File: config.mk
export PLATFORM = sky130hd
export DESIGN_NAME = line_editor_erase_kill
export DESIGN_NICKNAME = d
export VERILOG_FILES = /design/src/sv/lnedit_pkg.sv /design/src/sv/lnedit_ram.sv /design/src/sv/line_editor_erase_kill.sv
export SDC_FILE = /design/constraint.sdc
export NUM_CORES = 1
export LEC_CHECK = 0
export ABC_CLOCK_PERIOD_IN_PS = 2860
export BUFFER_PORTS_ARGS = -buffer_cell sky130_fd_sc_hd__buf_2
export CAP_MARGIN = 30
export CORE_MARGIN = 4
export CORE_UTILIZATION = 60
export CTS_BUF_LIST = sky130_fd_sc_hd__clkbuf_8 sky130_fd_sc_hd__clkbuf_16
export CTS_CLUSTER_DIAMETER = 150
export DETAILED_ROUTE_END_ITERATION = 8
export PLACE_DENSITY = 0.87
export SKIP_CTS_REPAIR_TIMING = 1
export SLEW_MARGIN = 20
export SYNTH_ARGS = -nofsm -noshare
export SYNTH_HDL_FRONTEND = slang
export SYNTH_SLANG_ARGS = --single-unit
File: constraint.sdc
create_clock -name clk -period 2.86 [get_ports clk]
set_clock_uncertainty 0.05 [all_clocks]
set_input_delay 0.286 -clock clk [delete_from_list [all_inputs] [get_ports clk]]
set_output_delay 0.286 -clock clk [all_outputs]
set_load 0.02 [all_outputs]
File: src/sv/lnedit_pkg.sv
package lnedit_pkg;

	localparam int LINE_DEPTH_DEF = 63;
	localparam int FILL_W         = 6;
	localparam int CFG_IDX_W      = 2;

	localparam logic [7:0] ERASE_RST    = 8'd35;
	localparam logic [7:0] KILL_RST     = 8'd64;
	localparam logic [7:0] LINE_END_RST = 8'd10;

	localparam logic [CFG_IDX_W-1:0] CFG_ERASE    = 2'd0;
	localparam logic [CFG_IDX_W-1:0] CFG_KILL     = 2'd1;
	localparam logic [CFG_IDX_W-1:0] CFG_LINE_END = 2'd2;

	typedef struct packed {
		logic [7:0] in_byte;
		logic       end_of_text;
	} in_item_t;

	typedef struct packed {
		logic [7:0] out_byte;
		logic       last;
		logic       truncated;
	} out_item_t;

	typedef enum logic [1:0] {
		ST_IDLE,
		ST_READ,
		ST_LOAD,
		ST_CLOSE
	} state_t;

endpackage

File: src/sv/lnedit_ram.sv
module lnedit_ram #(
	parameter int WIDTH = 8,
	parameter int DEPTH = lnedit_pkg::LINE_DEPTH_DEF,
	localparam int AW = (DEPTH > 1) ? $clog2(DEPTH) : 1
) (
	input  logic             clk,
	input  logic             we,
	input  logic [AW-1:0]    waddr,
	input  logic [WIDTH-1:0] wdata,
	input  logic             re,
	input  logic [AW-1:0]    raddr,
	output logic [WIDTH-1:0] rdata
);

	logic [WIDTH-1:0] mem [DEPTH];

	always_ff @(posedge clk) begin
		if (we) begin
			mem[waddr] <= wdata;
		end
		// hold read data between reads
		if (re) begin
			rdata <= mem[raddr];
		end
	end

endmodule

File: src/sv/line_editor_erase_kill.sv
// Channel  Dir  Handshake              Payload
// in       in   in_valid / in_ready    in_data   (lnedit_pkg::in_item_t)
// out      out  out_valid / out_ready  out_data  (lnedit_pkg::out_item_t)
// cfg      in   cfg_valid / cfg_ready  cfg_index, cfg_data
//
// An editing byte or a byte that is stored or dropped leaves in_ready high.
// A line end (or end of text on an open line) holds in_ready low while the
// line is walked out of the line memory: each stored byte is read, then
// loaded into the output register, and then the closing byte is loaded;
// loads wait while out_valid is high and out_ready is low. cfg_ready is held
// low over the same span.
// Reset clears the counters and flags at once; the line memory is not cleared.
module line_editor_erase_kill #(
	parameter int LINE_DEPTH = lnedit_pkg::LINE_DEPTH_DEF
) (
	input  logic                                 clk,
	input  logic                                 arst_n,
	input  logic                                 in_valid,
	output logic                                 in_ready,
	input  lnedit_pkg::in_item_t                 in_data,
	output logic                                 out_valid,
	input  logic                                 out_ready,
	output lnedit_pkg::out_item_t                out_data,
	input  logic                                 cfg_valid,
	output logic                                 cfg_ready,
	input  logic [lnedit_pkg::CFG_IDX_W-1:0]     cfg_index,
	input  logic [7:0]                           cfg_data
);

	localparam int AW = (LINE_DEPTH > 1) ? $clog2(LINE_DEPTH) : 1;
	localparam logic [lnedit_pkg::FILL_W-1:0] FILL_MAX = lnedit_pkg::FILL_W'(LINE_DEPTH);

	lnedit_pkg::state_t state_q, state_d;

	logic [7:0] erase_q, kill_q, line_end_q;
	logic [lnedit_pkg::FILL_W-1:0] fill_q, fill_d;
	logic [lnedit_pkg::FILL_W-1:0] rd_idx_q, rd_idx_d;
	logic open_q, open_d;
	logic dropped_q, dropped_d;

	logic out_valid_q;
	lnedit_pkg::out_item_t out_q, out_d;
	logic out_load;
	logic out_free;

	logic in_fire;
	logic ram_we, ram_re;
	logic [7:0] ram_rdata;
	logic [lnedit_pkg::FILL_W-1:0] rd_idx_inc;

	assign in_ready  = (state_q == lnedit_pkg::ST_IDLE);
	assign in_fire   = in_valid && in_ready;
	// hold off register writes while a line is walked out
	assign cfg_ready = (state_q == lnedit_pkg::ST_IDLE);
	assign out_valid = out_valid_q;
	assign out_data  = out_q;
	assign out_free  = !out_valid_q || out_ready;
	assign rd_idx_inc = rd_idx_q + 1'b1;

	lnedit_ram #(
		.WIDTH (8),
		.DEPTH (LINE_DEPTH)
	) u_line_ram (
		.clk   (clk),
		.we    (ram_we),
		.waddr (fill_q[AW-1:0]),
		.wdata (in_data.in_byte),
		.re    (ram_re),
		.raddr (rd_idx_q[AW-1:0]),
		.rdata (ram_rdata)
	);

	always_comb begin
		state_d   = state_q;
		fill_d    = fill_q;
		rd_idx_d  = rd_idx_q;
		open_d    = open_q;
		dropped_d = dropped_q;
		ram_we    = 1'b0;
		ram_re    = 1'b0;
		out_load  = 1'b0;
		out_d     = out_q;
		case (state_q)
			lnedit_pkg::ST_IDLE: begin
				if (in_fire) begin
					if (in_data.end_of_text || in_data.in_byte == line_end_q) begin
						if (!in_data.end_of_text || open_q) begin
							rd_idx_d = '0;
							state_d  = (fill_q == '0) ? lnedit_pkg::ST_CLOSE
							                          : lnedit_pkg::ST_READ;
						end
					end else begin
						open_d = 1'b1;
						if (in_data.in_byte == erase_q) begin
							if (fill_q != '0) begin
								fill_d = fill_q - 1'b1;
							end
						end else if (in_data.in_byte == kill_q) begin
							fill_d    = '0;
							dropped_d = 1'b0;
						end else if (fill_q < FILL_MAX) begin
							ram_we = 1'b1;
							fill_d = fill_q + 1'b1;
						end else begin
							dropped_d = 1'b1;
						end
					end
				end
			end
			lnedit_pkg::ST_READ: begin
				ram_re  = 1'b1;
				state_d = lnedit_pkg::ST_LOAD;
			end
			lnedit_pkg::ST_LOAD: begin
				if (out_free) begin
					out_load = 1'b1;
					out_d    = '{out_byte: ram_rdata, last: 1'b0, truncated: dropped_q};
					rd_idx_d = rd_idx_inc;
					state_d  = (rd_idx_inc == fill_q) ? lnedit_pkg::ST_CLOSE
					                                  : lnedit_pkg::ST_READ;
				end
			end
			lnedit_pkg::ST_CLOSE: begin
				if (out_free) begin
					out_load  = 1'b1;
					out_d     = '{out_byte: line_end_q, last: 1'b1, truncated: dropped_q};
					fill_d    = '0;
					open_d    = 1'b0;
					dropped_d = 1'b0;
					state_d   = lnedit_pkg::ST_IDLE;
				end
			end
			default: begin
				state_d = lnedit_pkg::ST_IDLE;
			end
		endcase
	end

	always_ff @(posedge clk or negedge arst_n) begin
		if (!arst_n) begin
			state_q <= lnedit_pkg::ST_IDLE;
		end else begin
			state_q <= state_d;
		end
	end

	always_ff @(posedge clk or negedge arst_n) begin
		if (!arst_n) begin
			fill_q      <= '0;
			rd_idx_q    <= '0;
			open_q      <= 1'b0;
			dropped_q   <= 1'b0;
			out_valid_q <= 1'b0;
			erase_q     <= lnedit_pkg::ERASE_RST;
			kill_q      <= lnedit_pkg::KILL_RST;
			line_end_q  <= lnedit_pkg::LINE_END_RST;
		end else begin
			fill_q    <= fill_d;
			rd_idx_q  <= rd_idx_d;
			open_q    <= open_d;
			dropped_q <= dropped_d;
			if (out_load) begin
				out_valid_q <= 1'b1;
			end else if (out_ready) begin
				out_valid_q <= 1'b0;
			end
			if (cfg_valid && cfg_ready) begin
				case (cfg_index)
					lnedit_pkg::CFG_ERASE:    erase_q    <= cfg_data;
					lnedit_pkg::CFG_KILL:     kill_q     <= cfg_data;
					lnedit_pkg::CFG_LINE_END: line_end_q <= cfg_data;
					default: ;
				endcase
			end
		end
	end

	always_ff @(posedge clk) begin
		if (out_load) begin
			out_q <= out_d;
		end
	end

	a_fill_bound: assert property (@(posedge clk) disable iff (!arst_n)
		fill_q <= FILL_MAX)
		else $error("fill count beyond line depth");

	a_no_write_in_emit: assert property (@(posedge clk) disable iff (!arst_n)
		ram_we |-> state_q == lnedit_pkg::ST_IDLE && in_fire)
		else $error("line memory written outside an input transfer");

	a_read_in_range: assert property (@(posedge clk) disable iff (!arst_n)
		(state_q == lnedit_pkg::ST_READ || state_q == lnedit_pkg::ST_LOAD)
			|-> rd_idx_q < fill_q)
		else $error("read index past buffered bytes");

	a_close_clears: assert property (@(posedge clk) disable iff (!arst_n)
		(state_q == lnedit_pkg::ST_CLOSE && out_load)
			|=> state_q == lnedit_pkg::ST_IDLE && fill_q == '0 && !open_q && !dropped_q
				&& out_valid_q && out_q.last)
		else $error("closing transfer did not clear the line");

endmodule
Word-level counts from Yosys, hierarchy flattened
Memory sizes are Yosys's and may differ from the RTL's. A register that Yosys moved wholly into a read port is not among the register bits. Cells that the tools add are included.

Add/subtract/negate cells: 3. Magnitude comparators: 1. Eq/ne operators: 19. Muxes and demuxes: 47. Reduce and logical (&&, ||, !) cells: 25.

Operator list (count): 2-to-1 mux 6 bit (11); == test 8 bit (3); one-hot mux 6 bit (2 select lines) (2); 2-to-1 mux 1 bit (21); 2-to-1 mux 10 bit (2); one-hot mux 10 bit (2 select lines) (1); 2-to-1 mux 2 bit (7); adder 6 x 1 -> 6 bit (second input constant) (2); AND reduction 6 bit (2); AND reduction 5 bit (2); inequality test 2 bit (second input constant) (4); one-hot mux 2 bit (4 select lines) (1); AND reduction 4 bit (2); nonzero test 2 bit (4); == test 2 bit (second input constant) (3); == test 6 bit (1); zero test 6 bit (1); < comparator 6 bit (second input constant) (1); inequality test 2 x 1 -> 1 bit (second input constant) (3); AND reduction 2 bit (3); nonzero test 6 bit (1); subtractor 6 x 1 -> 6 bit (second input constant) (1); == test 2 x 1 -> 1 bit (second input constant) (2); zero test 2 bit (2); 8 further kinds (13).

Bits in registers: 51. Bits in writable memories: 504. Input port bits: 24. Output and inout bits: 13. Logic and storage cells: 108. Memories: 1.

Memories: u_line_ram.mem (depth 63, bits a word 8, read ports 1, clocked after memory_dff 1, wr ports 1, line lnedit_ram.sv:15) `logic [WIDTH-1:0] mem [DEPTH];`.

Logic depth before layout (Yosys ltp)
Gate-level depths: netlist (run 1).

Depth after elaboration: 9. Mapped depth: 11. Gate-level depth less buffers: 7.

Cells and area by module
A second synthesis (run 1) with hierarchy kept.

Cells, all modules: 1205. Area total of the unflattened synthesis: 22759.3 sq um.

By module, submodules not included: lnedit_ram (instances 1, cells each 949, area an instance 19886.6 sq um, seq. area each 15374.7 sq um); line_editor_erase_kill (instances 1, cells each 256, area an instance 2872.8 sq um, seq. area each 1333.8 sq um).

Worst setup path after synthesis (run 1)
OpenSTA, ideal clock, no wires.

Path kind: flip-flop to flip-flop. Start: register erase_q[1]. End: memory u_line_ram.mem[45][0] (enable). Library setup time: 370 ps. Arrival time: 2151 ps. Data required time: 2440 ps. Slack: 289 ps. Stages on the path, launching flop included: 8. Path buffers: 1. Period minus slack after synthesis: 2571 ps. Path through: dfstp_2 -> xor2_1 -> nor4_4 -> and2_4 -> buf_4 -> nor4_4 -> nand4_1 -> nor2_1.

Cells in the longest elaborated chain, start to end: 7.

Ends and longest elaborated chain: start: declaration (line line_editor_erase_kill.sv:35) `logic [7:0] erase_q, kill_q, line_end_q;`; start signal: assignment (line line_editor_erase_kill.sv:154) `erase_q <= lnedit_pkg::ERASE_RST;`; start signal: assignment (line line_editor_erase_kill.sv:169) `lnedit_pkg::CFG_ERASE: erase_q <= cfg_data;`; == test 8 bit (line line_editor_erase_kill.sv:94) `if (in_data.in_byte == erase_q) begin`; 2-to-1 mux 1 bit (line line_editor_erase_kill.sv:94); 2-to-1 mux 1 bit (line line_editor_erase_kill.sv:86) `if (in_data.end_of_text || in_data.in_byte == line_end_q) begin`; 2-to-1 mux 1 bit (line line_editor_erase_kill.sv:85) `if (in_fire) begin`; 2-to-1 mux 1 bit (line line_editor_erase_kill.sv:83) `case (state_q)`; 2-to-1 mux 1 bit (line lnedit_ram.sv:18) `if (we) begin`; 2-to-1 mux 1 bit (not written as such) (line lnedit_ram.sv:19) `mem[waddr] <= wdata;`; end: declaration (line lnedit_ram.sv:15).

Every way passes these cells.

==> impl_metrics.tcl, run 1 <==
set metrics [dict create \
    clock_sinks 563 \
    drc 0 \
    wl_um 60200 \
    pwr-share-clk 0.299 \
    fin_crit_sh 1.01 \
    synth_ff_type "edfxtp_1" \
    rr_startpoint "rd_idx_q[0]$_DFFE_PN0P_" \
    vias_per_cell 6.92 \
    initial_core_util 0.606 \
    rsz0062_at_grt "true" \
    grt_util_all_layers 0.280 \
    final-hold-violation-count 0 \
    critPathLaunch "rd_idx_q[0]$_DFFE_PN0P_" \
    die_w_um 203 \
    seq_area_frac_synth 0.734 \
    synth_nets 1182 \
    clk_latency_ns 0.58 \
    fin_crit_ns 2.88 \
    cp-start-kind "flip-flop" \
    worst-setup-path-type "flip-flop to flip-flop" \
    die_area_mm2 0.0411 \
    drt_first_pass_iters 6 \
    drt_iter0_markers 2437 \
    grt.overflow.total 0 \
    dp_cells 1772 \
    cp_slowest_stage_delay_ns 0.54 \
    finalNonFillerCells 1882 \
    path_delay_family "multiplexers" \
    fp.dieH_um 203 \
    max-cap-violations 0 \
    fmax_ghz 0.347 \
    row_count 71 \
    violations "negative setup slack" \
    setup_viol 3 \
    via_count 13000 \
    p_per_area_mw_per_mm2 887 \
    ant_nets 0 \
    cts_tree "built" \
    worstSetupEndpoint "u_line_ram.rdata[1]$_DFFE_PP_" \
    ys_warn_count 0 \
    combPwrFrac 0.265 \
    grt_pass1_vias 12800 \
    h-tree-depth 2 \
    yosysTopAreaCellShare 0.689 \
    cts_buffers 52 \
    syn2layout_area_growth_pct 15.2 \
    grt_first_pass_wirelength_um 85200 \
    report.final.slew_viol_count 0 \
    hold_class "input port to flip-flop" \
    setup-tns-final_ns -0.0472 \
    wl_per_cell_um 32.0 \
    reg2regPathDepth 7 \
    r2r-end "u_line_ram.rdata[1]$_DFFE_PP_" \
    synth_area_leaders "edfxtp_1 (69%), mux4_2 (12%), dfrtp_1 (3.8%)" \
    numPortBuffers 36 \
    clk_pin_slew_worst_paths_ns 0.07 \
    synth_area_leader_cell "edfxtp_1" \
    worstPathMaxFanout 31 \
    postLayoutSetupSlackWorst_ns -0.0236 \
    internal-power_w 0.0163 \
    slowest_stage "mux4_2" \
    netlist-cell-type-count 59 \
    p_switching_w 0.00695 \
    utilization 0.698 \
    power.leakage_nw 8.63 \
    cts-root-buf "clkbuf_16" \
    worst_slew_pin_slew_ns 1.01 \
    synth-edff-count 522 \
    seqPwrFrac 0.436 \
    post-dp-hpwl_um 33700 \
    dpl_cell_area_mm2 0.0243 \
    grt_max_degree 64 \
    ir_worst_vdd_mv 0.581 \
    status "finished with violations" \
    hold_ws_ns 0.0358 \
    ys_seq_elements 563 \
    cp.buffers_inverters 2 \
    drive_above_1_share 0.317 \
    cts_buffer_depth 3 \
    async_flop_share 0.0728 \
    fin_area_mm2 0.0262 \
    core-area_mm2 0.0376 \
    path_cells "buf_16, buf_4, mux4_2, mux2i_1, o21ai_0, a311oi_1, nor2_1" \
    r2r_slack_ns -0.02 \
    cp.arrival_ns 3.16 \
    end_kind "flip-flop" \
    nets 1354 \
    gp_congestion 0.938 \
    syn_inst 1154 \
    syn_area_per_cell_um2 19.7 \
    antenna_found_initial 6 \
    slew_headroom 0.326 \
    p_sw_frac 0.299 \
    worstPathRequired_ns 3.14 \
    ios 37 \
    netlist_area_mm2 0.0228 \
    cp.depth 7 \
]
[layout by cell type (no fill, tap or decap), types with 5 or more instances in the layout]
cell type / count
nor3_1: 6
nand3_1: 10
clkinv_1: 5
buf_2: 36
mux4_1: 7
mux4_2: 123
xnor2_1: 17
clkinv_2: 7
nor2b_1: 8
edfxtp_1: 522
dlygate4sd3_1: 9
buf_4: 127
bufinv_16: 6
nand4_1: 6
o221ai_1: 6
mux2_2: 34
a211oi_1: 7
a211oi_2: 7
xor2_1: 18
o22ai_1: 10
nand2_1: 27
inv_1: 29
buf_12: 8
nor2_1: 83
mux2i_1: 42
a21oi_1: 18
dfrtp_1: 32
dfstp_2: 6
o21ai_0: 22
nand2b_1: 6
clkbuf_16: 54
[per-layer routing]
metal  part of all wire  GRT usage  vias up
li1                   -          -     5032
met3               0.12     0.0690      269
met1               0.34      0.384     6510
met5            0.00045          0        -
met4              0.058      0.120        4
met2               0.48      0.439     1209
[power groups by stage]
| stage | Sequential (W) | Clock [W] | Combinational [W] |
|---|---|---|---|
| 4_1_cts | 0.0101 | 0.00693 | 0.00586 |
| 2_1_floorplan | 0.00990 | 0 | 0.00427 |
| 3_3_place_gp | 0.0102 | 0 | 0.00553 |
| 6_report | 0.0101 | 0.00695 | 0.00616 |
| 3_5_place_dp | 0.0103 | 0 | 0.00570 |
| 5_1_grt | 0.0102 | 0.00736 | 0.00644 |
[area by class of cell]
cell class,instances,area [um^2]
clock inverters,41,337
flip-flops and latches,563,16700
diodes,4,10.0
fillers,2066,11300
repair buffers,183,1450
inverters,8,30.0
multi-input cells,518,5700
clock buffers,54,1350
well taps,511,639
[metrics by stage]
stage / setup slack (ns) / total power [W]
after floorplan: 0.289 / 0.0142
after global placement: -0.0585 / 0.0158
after detailed placement: -0.247 / 0.0160
after CTS: -0.258 / 0.0229
after global routing: -0.134 / 0.0240
final: -0.0236 / 0.0233
[cell usage after synthesis (all sizes together), types with 8 or more instances]
master and n:
o22ai 11, nor2 84, nor4 8, dfrtp 35, xnor2 17, nand3 10, a21oi 18, buf 49
nand2 27, nor2b 8, edfxtp 522, mux2i 45, clkbuf 16, mux2 34, mux4 130, xor2 18
a211oi 15, inv 8, o21ai 25
[registers in the layout, summed over array words and instances (netlist names)]
| name | count |
|---|---|
| u_line_ram.mem | 504 |
| out_data | 10 |
| erase_q | 8 |
| kill_q | 8 |
| line_end_q | 8 |
| u_line_ram.rdata | 8 |
| fill_q | 6 |
| rd_idx_q | 6 |
| state_q | 2 |
| dropped_q | 1 |
| open_q | 1 |
| out_valid | 1 |
[logic make-up (layout without fill, tap and decap cells)]
kind of cell | after synthesis | in the layout | share of synthesized area
xor+xnor | 35 | 35 | 0.0135
other cells | 0 | 4 | 0
fa+ha+maj | 4 | 4 | 0.00220
compound gates | 96 | 96 | 0.0272
buf+inv | 73 | 286 | 0.0188
flops | 563 | 563 | 0.734
mux | 209 | 209 | 0.166
simple gates | 174 | 174 | 0.0381
[how the worst min path moves through the flow]
| stage | startpoint | to | cells after the start |
|---|---|---|---|
| 2_1_floorplan | arst_n | dropped_q$_DFFE_PN0P_ | 0 |
| 3_3_place_gp | arst_n | out_valid$_DFFE_PN0P_ | 1 |
| 3_5_place_dp | arst_n | out_valid$_DFFE_PN0P_ | 1 |
| 4_1_cts | arst_n | rd_idx_q[2]$_DFFE_PN0P_ | 1 |
| 5_1_grt | in_data[3] | u_line_ram.mem[16][2]$_DFFE_PP_ | 1 |
| 6_report | in_data[3] | u_line_ram.mem[16][2]$_DFFE_PP_ | 1 |
No activity file was read; power rests on OpenSTA's default activity.
==> run 2: changes to the inputs <==
--- a/config.mk
+++ b/config.mk
@@ -5,7 +5,8 @@
 export SDC_FILE = /design/constraint.sdc
 export NUM_CORES = 1
 export LEC_CHECK = 0
-export ABC_CLOCK_PERIOD_IN_PS = 2860
+export ABC_AREA = 1
+export ABC_CLOCK_PERIOD_IN_PS = 3650
 export BUFFER_PORTS_ARGS = -buffer_cell sky130_fd_sc_hd__buf_2
 export CAP_MARGIN = 30
 export CORE_MARGIN = 4
@@ -13,7 +14,7 @@
 export CTS_BUF_LIST = sky130_fd_sc_hd__clkbuf_8 sky130_fd_sc_hd__clkbuf_16
 export CTS_CLUSTER_DIAMETER = 150
 export DETAILED_ROUTE_END_ITERATION = 8
-export PLACE_DENSITY = 0.87
+export PLACE_DENSITY = 0.86
 export SKIP_CTS_REPAIR_TIMING = 1
 export SLEW_MARGIN = 20
 export SYNTH_ARGS = -nofsm -noshare
==> constraint.sdc (replaced) <==
create_clock -name clk -period 3.65 [get_ports clk]
set_clock_uncertainty 0.05 [all_clocks]
set_input_delay 0.365 -clock clk [delete_from_list [all_inputs] [get_ports clk]]
set_output_delay 0.365 -clock clk [all_outputs]
set_load 0.02 [all_outputs]
==> run 2 against run 1 <==
Against the previous run: the flow now finishes without violations; largest cell class unchanged; cell count grew 46%; die area increased by 4.5%; sequential share of layout area grew 0.30 points; setup slack improved by 0.44 ns; fmax shrank 11%; critical path type unchanged; largest power group unchanged; utilization is 2.7 points lower; global-route usage is 0.73 points lower; critical path depth is the same; first-iteration DRC count rose by 8.8%.
==> impl_metrics.tcl, run 2 <==
set metrics [dict create \
    setup-tns-final_ns 0 \
    netlist-cell-type-count 30 \
    die_w_um 207 \
    hold-path-endpoint "line_end_q[1]$_DFFE_PN1P_" \
    hold_path.startpoint "cfg_data[1]" \
    cts-root-buf "clkbuf_16" \
    yosysTopAreaCellShare 0.658 \
    drt_first_pass_iters 6 \
    vias_per_cell 6.21 \
    synth.most_common_cell "nor2_1" \
    antenna_found_initial 4 \
    synthAdderAreaFrac 0.00210 \
    synth-edff-count 522 \
    wl_um 60000 \
    synth.area.mux_share 0 \
    cp.arrival_ns 3.38 \
    core-area_mm2 0.0389 \
    end_kind "flip-flop" \
    synth_top_family_by_area "simple AND/OR/NAND/NOR gates" \
    synth_area_leader_cell "edfxtp_1" \
    gp_congestion 0.956 \
    worst-setup-path-type "flip-flop to flip-flop" \
    die_area_mm2 0.0430 \
    fp.dieH_um 207 \
    grt.overflow.total 0 \
    setup_viol 0 \
    ys_seq_elements 563 \
    nets 2219 \
    p_switching_w 0.00522 \
    path_delay_family "simple AND/OR/NAND/NOR gates" \
    worstPathRequired_ns 3.80 \
    cp-start-kind "flip-flop" \
    path_cells "inv_1, nor2_1, nand3_1, nand2_1, nor3_4, nand3_2, nor2_1" \
    cts_tree "built" \
    report.final.slew_viol_count 0 \
    path_common_cell "nor2_1" \
    drt-met1-wl_um 21000 \
    syn_area_per_cell_um2 10.9 \
    ir_worst_vdd_mv 0.436 \
    wl_met2_um 28000 \
    finalNonFillerCells 2751 \
    p_sw_frac 0.314 \
    fmax_ghz 0.309 \
    synth-xor-area-share 0.00609 \
    dp_cells 2651 \
    status "complete, no violations" \
    rsz0062_at_grt "false" \
    synth_nets 2215 \
    drt_iter0_markers 2652 \
    power.leakage_nw 9.44 \
    cts_buffers 53 \
    p_per_area_mw_per_mm2 637 \
    slew_headroom 0.263 \
    ys_warn_count 0 \
    drive_above_1_share 0.0731 \
    synth-simple-area-share 0.182 \
    async_flop_share 0.0728 \
    top_layer_used "met5" \
    cp_slowest_stage_delay_ns 0.79 \
    drc 0 \
    worstPathMaxFanout 11 \
    ios 37 \
    numPortBuffers 36 \
    min_path_cells 3 \
    clk_latency_ns 0.59 \
    grt_pass1_vias 16800 \
    worst_slew_pin_slew_ns 1.11 \
    postLayoutSetupSlackWorst_ns 0.418 \
    clock_sinks 563 \
    cp.buffers_inverters 1 \
    synthTopCellsByCount "nor2_1 (529), edfxtp_1 (522), nand2_1 (336)" \
    grt_util_all_layers 0.273 \
    internal-power_w 0.0114 \
    largest_reg_flops 504 \
    wl_met3_um 8000 \
    r2r_slack_ns 0.42 \
    netlist_area_mm2 0.0238 \
    synth_compound_area_frac 0.0720 \
    h-tree-depth 2 \
    syn_inst 2187 \
    max-cap-violations 0 \
    top_register "u_line_ram.mem" \
    row_count 72 \
    synth_ff_type "edfxtp_1" \
    final-hold-violation-count 0 \
    ant_nets 0 \
    final_cell_mix "nor2_1 (529), edfxtp_1 (522), nand2_1 (336)" \
    fin_crit_ns 3.23 \
    post-dp-hpwl_um 35100 \
    seq_area_frac_synth 0.701 \
    seqPwrFrac 0.464 \
    synth_area_leaders "edfxtp_1 (66%), nor2_1 (8.3%), nand2_1 (5.3%)" \
    hold_class "input port to flip-flop" \
    total_power_w 0.0166 \
    initial_core_util 0.612 \
    slowest_stage "nor2_1" \
    combPwrFrac 0.221 \
    cts_buffer_depth 3 \
    layout_commonest_cell "nor2_1" \
    wl_per_cell_um 21.8 \
    syn2layout_area_growth_pct 9.54 \
    fin_crit_sh 0.886 \
    pwr-share-clk 0.315 \
    grt_max_degree 266 \
    pre_cts_ws_ns 0.455 \
    r2r-end "u_line_ram.mem[33][2]$_DFFE_PP_" \
    grt_first_pass_wirelength_um 92500 \
    clk_pin_slew_worst_paths_ns 0.06 \
    reg2regPathDepth 7 \
    via_count 17100 \
    rr_startpoint "fill_q[3]$_DFFE_PN0P_" \
]
==> run 2: changes by cell type in the layout (fill, tap and decap cells not counted), sizes merged, moves of 33 or more <==
cell / delta
nor2: +449
nand2: +309
o21ai: +254
nand3: +167
mux4: -130
buf: -112
inv: +70
mux2i: -45
mux2: -34
o211ai: +33
==> run 2: layout make-up <==
class,instances,area [um^2]
fillers,2646,12800
inverters,95,364
well taps,518,648
clock buffers,57,1390
multi-input cells,1415,6260
repair buffers,63,468
diodes,3,7.51
flip-flops and latches,563,16700
clock inverters,37,251
==> run 2: metal layers <==
layer	vias to the layer above	global-route usage
met5	-	0
met4	2	0.121
met3	264	0.0801
met2	1216	0.442
met1	8081	0.346
li1	7531	-
==> run 2: through the flow <==
step                      area, um^2  hold WS (ns)   util
after global routing           26100        0.0164  0.671
final                          26100        0.0185  0.671
after global placement         24400         0.410  0.627
after CTS                      26100       -0.0939  0.669
after detailed placement       24400         0.409  0.627
after floorplan                23800        0.0194      -
==> run 2: tightest hold or removal path, stage by stage <==
cell,delay [ns]
buf_2,0.10
inv_1,0.08
o21ai_0,0.09
==> run 2: cells by family (layout without fill, tap and decap cells) <==
| group | after synthesis | in the layout |
|---|---|---|
| and+or+nand+nor | 1070 | 1070 |
| DFF | 563 | 563 |
| AOI/OAI and AO/OA | 326 | 326 |
| buffers and inverters | 209 | 252 |
| xor gates and xnor gates | 15 | 15 |
| adders and majority gates | 4 | 4 |
| other | 0 | 3 |
==> run 2: how the worst max path moves through the flow <==
stage,startpoint,end,cells after the start
2_1_floorplan,state_q[0]$_DFFE_PN0P_,u_line_ram.mem[10][0]$_DFFE_PP_,7
3_3_place_gp,in_data[3],u_line_ram.mem[21][2]$_DFFE_PP_,10
3_5_place_dp,in_data[3],u_line_ram.mem[34][4]$_DFFE_PP_,10
4_1_cts,fill_q[3]$_DFFE_PN0P_,u_line_ram.mem[33][2]$_DFFE_PP_,7
5_1_grt,fill_q[3]$_DFFE_PN0P_,u_line_ram.mem[38][5]$_DFFE_PP_,7
6_report,fill_q[3]$_DFFE_PN0P_,u_line_ram.mem[33][2]$_DFFE_PP_,7
==> run 2: power groups by stage <==
stage	Clock (W)	Sequential, W	Combinational [W]
final	0.00524	0.00772	0.00367
after global routing	0.00555	0.00775	0.00403
after CTS	0.00525	0.00771	0.00358
after detailed placement	0	0.00784	0.00351
after global placement	0	0.00782	0.00341
after floorplan	0	0.00776	0.00248
